==> src/hdl/lstg_pkg.sv <==
// ----------------------------------------------------------------------------
// lstg_pkg
// Shared types and constants for the lidar sample to grid pixel mapper.
// ----------------------------------------------------------------------------
package lstg_pkg;

  localparam int RANGE_W = 16;
  localparam int ANGLE_W = 32;
  localparam int PPM_W   = 10;
  localparam int SIDE_IN_W = 11;
  localparam int PIX_W   = 10;
  localparam int TRIG_W  = 19;
  localparam int ATAN_IDX_W = 5;
  localparam int GAIN_Q16 = 39797;
  localparam int TRIG_SHIFT = 26;
  localparam int CFG_IDX_W = 3;
  localparam int CFG_DATA_W = 32;

  typedef enum logic [CFG_IDX_W-1:0] {
    REG_START_ANGLE = 3'd0,
    REG_ANGLE_STEP  = 3'd1,
    REG_MIN_RANGE   = 3'd2,
    REG_MAX_RANGE   = 3'd3,
    REG_PPM         = 3'd4,
    REG_IMAGE_SIDE  = 3'd5
  } cfg_reg_t;

  typedef struct packed {
    logic [RANGE_W-1:0] range_sample;
    logic               scan_start;
  } in_item_t;

  typedef struct packed {
    logic             hit;
    logic [PIX_W-1:0] img_row;
    logic [PIX_W-1:0] img_col;
  } out_item_t;

  typedef struct packed {
    logic                     done;
    logic signed [TRIG_W-1:0] cs;
    logic signed [TRIG_W-1:0] sn;
  } trig_t;

  function automatic logic [ANGLE_W-1:0] atan_turns(input logic [ATAN_IDX_W-1:0] idx);
    logic [ANGLE_W-1:0] v;
    case (idx)
      5'd0:  v = 32'h20000000;
      5'd1:  v = 32'h12E4051E;
      5'd2:  v = 32'h09FB385B;
      5'd3:  v = 32'h051111D4;
      5'd4:  v = 32'h028B0D43;
      5'd5:  v = 32'h0145D7E1;
      5'd6:  v = 32'h00A2F61E;
      5'd7:  v = 32'h00517C55;
      5'd8:  v = 32'h0028BE53;
      5'd9:  v = 32'h00145F2F;
      5'd10: v = 32'h000A2F98;
      5'd11: v = 32'h000517CC;
      5'd12: v = 32'h00028BE6;
      5'd13: v = 32'h000145F3;
      5'd14: v = 32'h0000A2FA;
      5'd15: v = 32'h0000517D;
      5'd16: v = 32'h000028BE;
      5'd17: v = 32'h0000145F;
      5'd18: v = 32'h00000A30;
      5'd19: v = 32'h00000518;
      5'd20: v = 32'h0000028C;
      5'd21: v = 32'h00000146;
      5'd22: v = 32'h000000A3;
      5'd23: v = 32'h00000051;
      default: v = '0;
    endcase
    return v;
  endfunction

endpackage

==> src/hdl/lidar_scan_to_grid_pixel.sv <==
// ----------------------------------------------------------------------------
// lidar_scan_to_grid_pixel
// Maps lidar range samples from polar form to pixels of a square image.
// ----------------------------------------------------------------------------
// Each sample passes through these steps: the transfer, one rotation step of
// the iterative CORDIC per cycle while the multiplier forms range times scale,
// then two passes through the one multiplier for the column and row products,
// then a final step that bounds the pixel. The result waits in an output
// register, so the next sample can be taken before it is drained; a sample that
// finishes while the previous result still waits holds in its last state until
// the register frees. Configuration registers are written through the cfg
// channel, which is always ready; they must not change while a sample is in flight.
module lidar_scan_to_grid_pixel #(
  parameter int MAX_SIDE = 1024,
  parameter int CORDIC_STEPS = 16
) (
  input  logic                            clk,
  input  logic                            rst,
  input  logic                            in_valid,
  output logic                            in_ready,
  input  lstg_pkg::in_item_t              in_data,
  output logic                            out_valid,
  input  logic                            out_ready,
  output lstg_pkg::out_item_t             out_data,
  input  logic                            cfg_valid,
  output logic                            cfg_ready,
  input  logic [lstg_pkg::CFG_IDX_W-1:0]  cfg_index,
  input  logic [lstg_pkg::CFG_DATA_W-1:0] cfg_data
);

  localparam int SIDE_W = $clog2(MAX_SIDE + 1);
  localparam int TW = lstg_pkg::TRIG_W;
  localparam int RP_W = lstg_pkg::RANGE_W + lstg_pkg::PPM_W;
  localparam int MA_W = RP_W + 1;
  localparam int P_W = MA_W + TW;
  localparam int Q_W = 20;
  localparam int C_W = ((SIDE_W > Q_W) ? SIDE_W : Q_W) + 2;

  typedef enum logic [4:0] {
    S_IDLE  = 5'b00001,
    S_ROT   = 5'b00010,
    S_MUL_X = 5'b00100,
    S_MUL_Y = 5'b01000,
    S_FIN   = 5'b10000
  } state_t;

  state_t state;
  state_t state_next;

  logic [lstg_pkg::ANGLE_W-1:0]   start_angle;
  logic [lstg_pkg::ANGLE_W-1:0]   angle_step;
  logic [lstg_pkg::RANGE_W-1:0]   min_range;
  logic [lstg_pkg::RANGE_W-1:0]   max_range;
  logic [lstg_pkg::PPM_W-1:0]     pixels_per_metre;
  logic [lstg_pkg::SIDE_IN_W-1:0] image_side;
  logic [lstg_pkg::ANGLE_W-1:0]   next_angle;

  logic [lstg_pkg::RANGE_W-1:0]   range_q;
  logic                           range_ok;
  logic [RP_W-1:0]                rp;
  logic signed [P_W-1:0]          prod;
  logic signed [Q_W-1:0]          qx;

  logic                           in_xfer;
  logic                           out_free;
  logic [lstg_pkg::ANGLE_W-1:0]   angle;
  lstg_pkg::trig_t                trig;

  logic signed [MA_W-1:0]         mul_a;
  logic signed [TW-1:0]           mul_b;
  logic signed [P_W-1:0]          mul_p;
  logic signed [P_W-1:0]          prod_adj;
  logic signed [Q_W-1:0]          q_trunc;

  logic [SIDE_W-1:0]              side;
  logic signed [C_W-1:0]          side_c;
  logic signed [C_W-1:0]          half_c;
  logic signed [C_W-1:0]          col;
  logic signed [C_W-1:0]          row;
  logic                           in_image;

  assign in_ready = (state == S_IDLE);
  assign cfg_ready = 1'b1;
  assign in_xfer = in_valid && in_ready;
  assign out_free = !out_valid || out_ready;
  assign angle = in_data.scan_start ? start_angle : next_angle;

  lstg_cordic #(
    .STEPS(CORDIC_STEPS)
  ) u_cordic (
    .clk  (clk),
    .rst  (rst),
    .start(in_xfer),
    .angle(angle),
    .trig (trig)
  );

  always_ff @(posedge clk) begin
    if (rst) begin
      start_angle <= '0;
      angle_step <= '0;
      min_range <= '0;
      max_range <= 16'hFFFF;
      pixels_per_metre <= 10'd50;
      image_side <= 11'd500;
    end else if (cfg_valid && cfg_ready) begin
      case (cfg_index)
        lstg_pkg::REG_START_ANGLE: start_angle <= cfg_data;
        lstg_pkg::REG_ANGLE_STEP:  angle_step <= cfg_data;
        lstg_pkg::REG_MIN_RANGE:   min_range <= cfg_data[lstg_pkg::RANGE_W-1:0];
        lstg_pkg::REG_MAX_RANGE:   max_range <= cfg_data[lstg_pkg::RANGE_W-1:0];
        lstg_pkg::REG_PPM:         pixels_per_metre <= cfg_data[lstg_pkg::PPM_W-1:0];
        lstg_pkg::REG_IMAGE_SIDE:  image_side <= cfg_data[lstg_pkg::SIDE_IN_W-1:0];
        default: ;
      endcase
    end
  end

  always_comb begin
    state_next = state;
    case (state)
      S_IDLE:  if (in_xfer) state_next = S_ROT;
      S_ROT:   if (trig.done) state_next = S_MUL_X;
      S_MUL_X: state_next = S_MUL_Y;
      S_MUL_Y: state_next = S_FIN;
      S_FIN:   if (out_free) state_next = S_IDLE;
      default: state_next = S_IDLE;
    endcase
  end

  always_ff @(posedge clk) begin
    if (rst) begin
      state <= S_IDLE;
      next_angle <= '0;
    end else begin
      state <= state_next;
      if (in_xfer) begin
        next_angle <= angle + angle_step;
      end
    end
  end

  always_ff @(posedge clk) begin
    if (in_xfer) begin
      range_q <= in_data.range_sample;
      range_ok <= (in_data.range_sample > min_range) && (in_data.range_sample < max_range);
    end
  end

  always_comb begin
    case (state)
      S_MUL_X: begin
        mul_a = signed'({1'b0, prod[RP_W-1:0]});
        mul_b = trig.cs;
      end
      S_MUL_Y: begin
        mul_a = signed'({1'b0, rp});
        mul_b = trig.sn;
      end
      default: begin
        mul_a = signed'(MA_W'(range_q));
        mul_b = signed'(TW'(pixels_per_metre));
      end
    endcase
  end

  assign mul_p = P_W'(mul_a * mul_b);
  assign prod_adj = prod[P_W-1] ? (prod + P_W'((1 << lstg_pkg::TRIG_SHIFT) - 1)) : prod;
  assign q_trunc = Q_W'(prod_adj >>> lstg_pkg::TRIG_SHIFT);

  always_ff @(posedge clk) begin
    case (state)
      S_ROT: prod <= mul_p;
      S_MUL_X: begin
        rp <= prod[RP_W-1:0];
        prod <= mul_p;
      end
      S_MUL_Y: begin
        qx <= q_trunc;
        prod <= mul_p;
      end
      default: ;
    endcase
  end

  assign side = ({21'b0, image_side} > 32'(MAX_SIDE)) ? SIDE_W'(MAX_SIDE) : SIDE_W'(image_side);
  assign side_c = signed'(C_W'(side));
  assign half_c = signed'(C_W'(side >> 1));
  assign col = half_c + C_W'(qx);
  assign row = half_c - C_W'(q_trunc);
  assign in_image = range_ok && !col[C_W-1] && (col < side_c) && !row[C_W-1] && (row < side_c);

  always_ff @(posedge clk) begin
    if (rst) begin
      out_valid <= 1'b0;
    end else if (state == S_FIN && out_free) begin
      out_valid <= 1'b1;
    end else if (out_ready) begin
      out_valid <= 1'b0;
    end
  end

  always_ff @(posedge clk) begin
    if (state == S_FIN && out_free) begin
      out_data.hit <= in_image;
      out_data.img_row <= in_image ? row[lstg_pkg::PIX_W-1:0] : '0;
      out_data.img_col <= in_image ? col[lstg_pkg::PIX_W-1:0] : '0;
    end
  end

endmodule

==> src/hdl/lstg_cordic.sv <==
// ----------------------------------------------------------------------------
// lstg_cordic
// Iterative rotation-mode CORDIC giving cosine and sine in signed Q2.16.
// ----------------------------------------------------------------------------
module lstg_cordic #(
  parameter int STEPS = 16
) (
  input  logic                          clk,
  input  logic                          rst,
  input  logic                          start,
  input  logic [lstg_pkg::ANGLE_W-1:0]  angle,
  output lstg_pkg::trig_t               trig
);

  localparam int IDX_W = (STEPS > 1) ? $clog2(STEPS) : 1;
  localparam int Z_W = lstg_pkg::ANGLE_W + 1;
  localparam int TW = lstg_pkg::TRIG_W;

  logic                    busy;
  logic [IDX_W-1:0]        step;
  logic [1:0]              quad;
  logic signed [TW-1:0]    x;
  logic signed [TW-1:0]    y;
  logic signed [Z_W-1:0]   z;

  logic [1:0]              quad_next;
  logic [lstg_pkg::ANGLE_W-1:0] resid;
  logic signed [TW-1:0]    dx;
  logic signed [TW-1:0]    dy;
  logic signed [Z_W-1:0]   at;
  logic                    last;

  assign quad_next = 2'((angle + 32'h20000000) >> 30);
  assign resid = angle - {quad_next, 30'b0};
  assign dx = y >>> step;
  assign dy = x >>> step;
  assign at = signed'({1'b0, lstg_pkg::atan_turns(lstg_pkg::ATAN_IDX_W'(step))});
  assign last = busy && (step == IDX_W'(STEPS - 1));

  always_ff @(posedge clk) begin
    if (rst) begin
      busy <= 1'b0;
      step <= '0;
    end else if (start) begin
      busy <= 1'b1;
      step <= '0;
    end else if (busy) begin
      busy <= !last;
      step <= step + IDX_W'(1);
    end
  end

  always_ff @(posedge clk) begin
    if (start) begin
      quad <= quad_next;
      x <= TW'(lstg_pkg::GAIN_Q16);
      y <= '0;
      z <= Z_W'(signed'(resid));
    end else if (busy) begin
      if (!z[Z_W-1]) begin
        x <= x - dx;
        y <= y + dy;
        z <= z - at;
      end else begin
        x <= x + dx;
        y <= y - dy;
        z <= z + at;
      end
    end
  end

  always_comb begin
    trig.done = last;
    case (quad)
      2'd0: begin
        trig.cs = x;
        trig.sn = y;
      end
      2'd1: begin
        trig.cs = -y;
        trig.sn = x;
      end
      2'd2: begin
        trig.cs = -x;
        trig.sn = -y;
      end
      default: begin
        trig.cs = y;
        trig.sn = -x;
      end
    endcase
  end

endmodule

==> config.mk <==
export PLATFORM = sky130hd
export DESIGN_NAME = lidar_scan_to_grid_pixel
export DESIGN_NICKNAME = d
export VERILOG_FILES = /design/src/hdl/lstg_pkg.sv /design/src/hdl/lidar_scan_to_grid_pixel.sv /design/src/hdl/lstg_cordic.sv
export SDC_FILE = /design/constraint.sdc
export NUM_CORES = 2
export LEC_CHECK = 0
export ABC_CLOCK_PERIOD_IN_PS = 20000
export BUFFER_PORTS_ARGS = -buffer_cell sky130_fd_sc_hd__buf_2
export CORE_ASPECT_RATIO = 0.75
export CORE_MARGIN = 3
export CORE_UTILIZATION = 45
export DETAILED_ROUTE_END_ITERATION = 12
export GPL_ROUTABILITY_DRIVEN = 0
export PLACE_DENSITY = 0.58
export SLEW_MARGIN = 20
export SYNTH_ARGS = -nofsm -noshare
export SYNTH_HDL_FRONTEND = slang
export SYNTH_SLANG_ARGS = --single-unit
export TNS_END_PERCENT = 30
==> constraint.sdc <==
create_clock -name clk -period 20 [get_ports clk]
set_clock_uncertainty 0.05 [all_clocks]
set_input_delay 6 -clock clk [delete_from_list [all_inputs] [get_ports clk]]
set_output_delay 6 -clock clk [all_outputs]
set_load 0.05 [all_outputs]
==> metrics.md <==
| Metric | Value |
|---|---|
| Initial antenna violation count | `3` |
| Crit path DAT | `roughly 11000 ps` |
| Top Ports | `81` |
| Vias in the first global route | `33400` |
| Hold Crit Class | `flop to flop` |
| Cell area after synthesis | `between 0.04 and 0.05 mm²` |
| Clk root buf | `clkbuf_16` |
| Max Slew Vio Count | `0` |
| CTS tree | `done` |
| Fin Setup TNS | `0 ps` |
| WL/cell | `just over 20 µm` |
| Main flop type after synthesis | `dfxtp_1` |
| Crit path max-delay cell type | `o21a_1` |
| Total track usage | `0.254` |
| Register area share after synthesis | `0.221` |
| WL final | `about 130000 µm` |
| Full die area | `between 0.09 and 0.1 mm²` |
| TritonCTS sink count | `between 300 and 400` |
| Top-area cell type share of the netlist area | `0.192` |
| Drt drc | `0` |
| Start of the worst register-to-register path | `u_cordic.y[1]` |
| Most used cell along the critical path | `fa_1` |
| First-pass GRT wire length | `roughly 200000 µm` |
| Unrepaired setup endpoints after global routing | `no` |
| Syn Area/Cell | `8.64 µm²` |
| Final Hold Fails | `0` |
| Input/output buffers | `79` |
| Peak supply drop | `roughly 0.15 mV` |
| Share of cells above drive strength 1 | `0.0704` |
| GR Util met2 | `0.358` |
| Register bit count reported by yosys | `about 390` |
| Library cells used by synthesis | `94` |
| Combinational Power Share | `0.625` |
| Ys async rst share | `0` |
| Post-route minimum period | `~10000 ps` |
| Area grow syn2layout | `6.98%` |
| Max FO, Critical Path | `19` |
| Int Power | `2.93 mW` |
| Final Cycle Share | `0.522` |
| DP Wirelength | `roughly 95000 µm` |
| Post-synth EDFFs | `about 170` |
| Fin nets | `around 5700` |
| Multi-input logic area | `0.0304 mm²` |
| MaxCap Viol Count | `0` |
| ANT nets after route | `0` |
| Grt met3 use | `0.0415` |
| Crit path largest cell delay | `just over 600 ps` |
| Most numerous cell in the Yosys netlist | `nand2_1` |
| Hold slack final | `approximately 400 ps` |
| Reported net switching power | `approximately 2.5 mW` |
| Final Cell Area | `approximately 0.046 mm²` |
| Synth Warn # | `0` |
| Final-report setup violation count | `0` |
| Drt initial violations | `around 3500` |
| Req. time, crit path | `~20000 ps` |
| Resize count post-CTS | `0` |
| Row count | `97` |
| Startpoint Class | `flop` |
| Synth top area cells | `fa_1, edfxtp_1, dfxtp_1` |
| Die Wd | `around 360 µm` |
| Top cells by count, synth | `nand2_1, inv_1, fa_1` |
| Die height | `between 200 and 300 µm` |
| CP Capture Type | `flop` |
| Clock Latency Late Sink | `about 610 ps` |
| Total CTS buffers | `42` |
| Gate Count Post-Synth | `around 5000` |
| Worst slew pin tran | `1130 ps` |
| Reg clk slew, reported paths | `about 80 ps` |
| Peak Freq | `around 96 MHz` |
| Vias | `roughly 35000` |
| DP Area | `between 0.04 and 0.05 mm²` |
| CP startpoint | `u_cordic.y[1]` |
| Flop2flop setup slack | `between 9000 and 10000 ps` |
| Sequential power share | `0.216` |
| Rel. slew slack | `0.245` |
| Leading area contributor after synthesis | `fa_1` |
| Grt ovf | `0` |
| Met1 Resource Use GR | `0.401` |
| Hold path start | `next_angle[8]` |
| PD cells | `~120 mW/mm²` |
| GR peak layer | `met1` |
| Clk buf depth | `3` |
| Fillers | `~9000` |
| Crit path kind | `flop to flop` |
| Largest net degree at the start of global routing | `between 90 and 100` |
| FF/Latch Area | `about 0.0095 mm²` |
| Clock power frac | `0.159` |
| Starting Density | `0.458` |
| Status | `complete, no violations` |
| Via-to-Cell Ratio | `about 5.7` |
| Post-CTS Hold Buffers | `0` |
| H-tree depth | `2` |
| Pre-Repair DR Iteration Count | `5` |
| Sw frac | `0.457` |
| Setup Buffers After CTS | `0` |
| Mapped Nets | `about 5800` |
| Core region area | `~0.094 mm²` |
| Lkg Pwr | `approximately 21 nW` |
[final timing paths]
kind                            cells past startpoint       endpoint
worst max-delay path                               29       prod[45]
worst min-delay path                                2  next_angle[8]
worst max register to register                     29       prod[45]
worst min register to register                      2  next_angle[8]
[routing by layer]
metal / part of all wire / wire length, µm
met1: 0.49 / 62700
met2: 0.40 / 51300
met3: 0.080 / 10200
met4: 0.022 / 2820
met5: 0.00010 / 13
[through the flow]
stage	setup WS (ps)	std cells	utilization	total power [mW]
after detailed placement	9370	6113	0.474	4.51
final	9570	6198	0.490	5.40
after global routing	9100	6191	0.489	5.88
after global placement	9490	6113	0.473	4.49
after CTS	9700	6191	0.489	5.40
after floorplan	10240	4982	-	3.72
[sequential cells by signal (all words and copies together) (netlist names), 20 cells and up]
name and count:
next_angle 32, qx 20, angle_step 32, u_cordic.z 33, prod 46, out_data 21
rp 26, start_angle 32, u_cordic.at 30
[critical path, delay by kind of cell, from the launching register on]
| kind | cells | cell delay, ps |
|---|---|---|
| AO/OA/AOI/OAI | 8 | 2860 |
| XOR/XNOR | 2 | 240 |
| adder cells (fa/ha/maj) | 9 | 3800 |
| buffers and inverters | 2 | 550 |
| flip-flops | 1 | 410 |
| AND/OR/NAND/NOR | 8 | 2250 |
[cell type report]
type                    instances  area share
multi-input cells            3750       0.659
flip-flops and latches        393       0.207
clock buffers                  51      0.0249
repair buffers                145      0.0194
inverters                     588      0.0480
clock inverters                27     0.00747
well taps                    1237      0.0336
diodes                          7    0.000380
[power groups by stage]
stage          Combinational, mW  Sequential, mW  Clock (mW)
2_1_floorplan               2.63            1.09           0
3_3_place_gp                3.32            1.18           0
3_5_place_dp                3.33            1.18           0
4_1_cts                     3.36            1.16       0.876
5_1_grt                     3.79            1.18       0.913
6_report                    3.38            1.17       0.857
[kinds of logic after synthesis]
group	Yosys count	synth area share
AO/OA/AOI/OAI	921	0.135
XOR/XNOR	254	0.0517
adder cells (fa/ha/maj)	771	0.296
buffers and inverters	839	0.0755
flip-flops	393	0.221
multiplexers	140	0.0446
other	1	0.0000871
AND/OR/NAND/NOR	1663	0.175
[layout by cell type, fill, tap and decap left out, drive strengths merged, types with 145 or more instances in the layout]
cell / netlist / final
nand2: 761 / 761
inv: 585 / 593
fa: 413 / 413
nor2: 399 / 399
ha: 358 / 358
a21oi: 345 / 345
dfxtp: 228 / 228
edfxtp: 165 / 165
o21ai: 161 / 161
buf: 52 / 145
No activity file was read; power rests on OpenSTA's default activity.
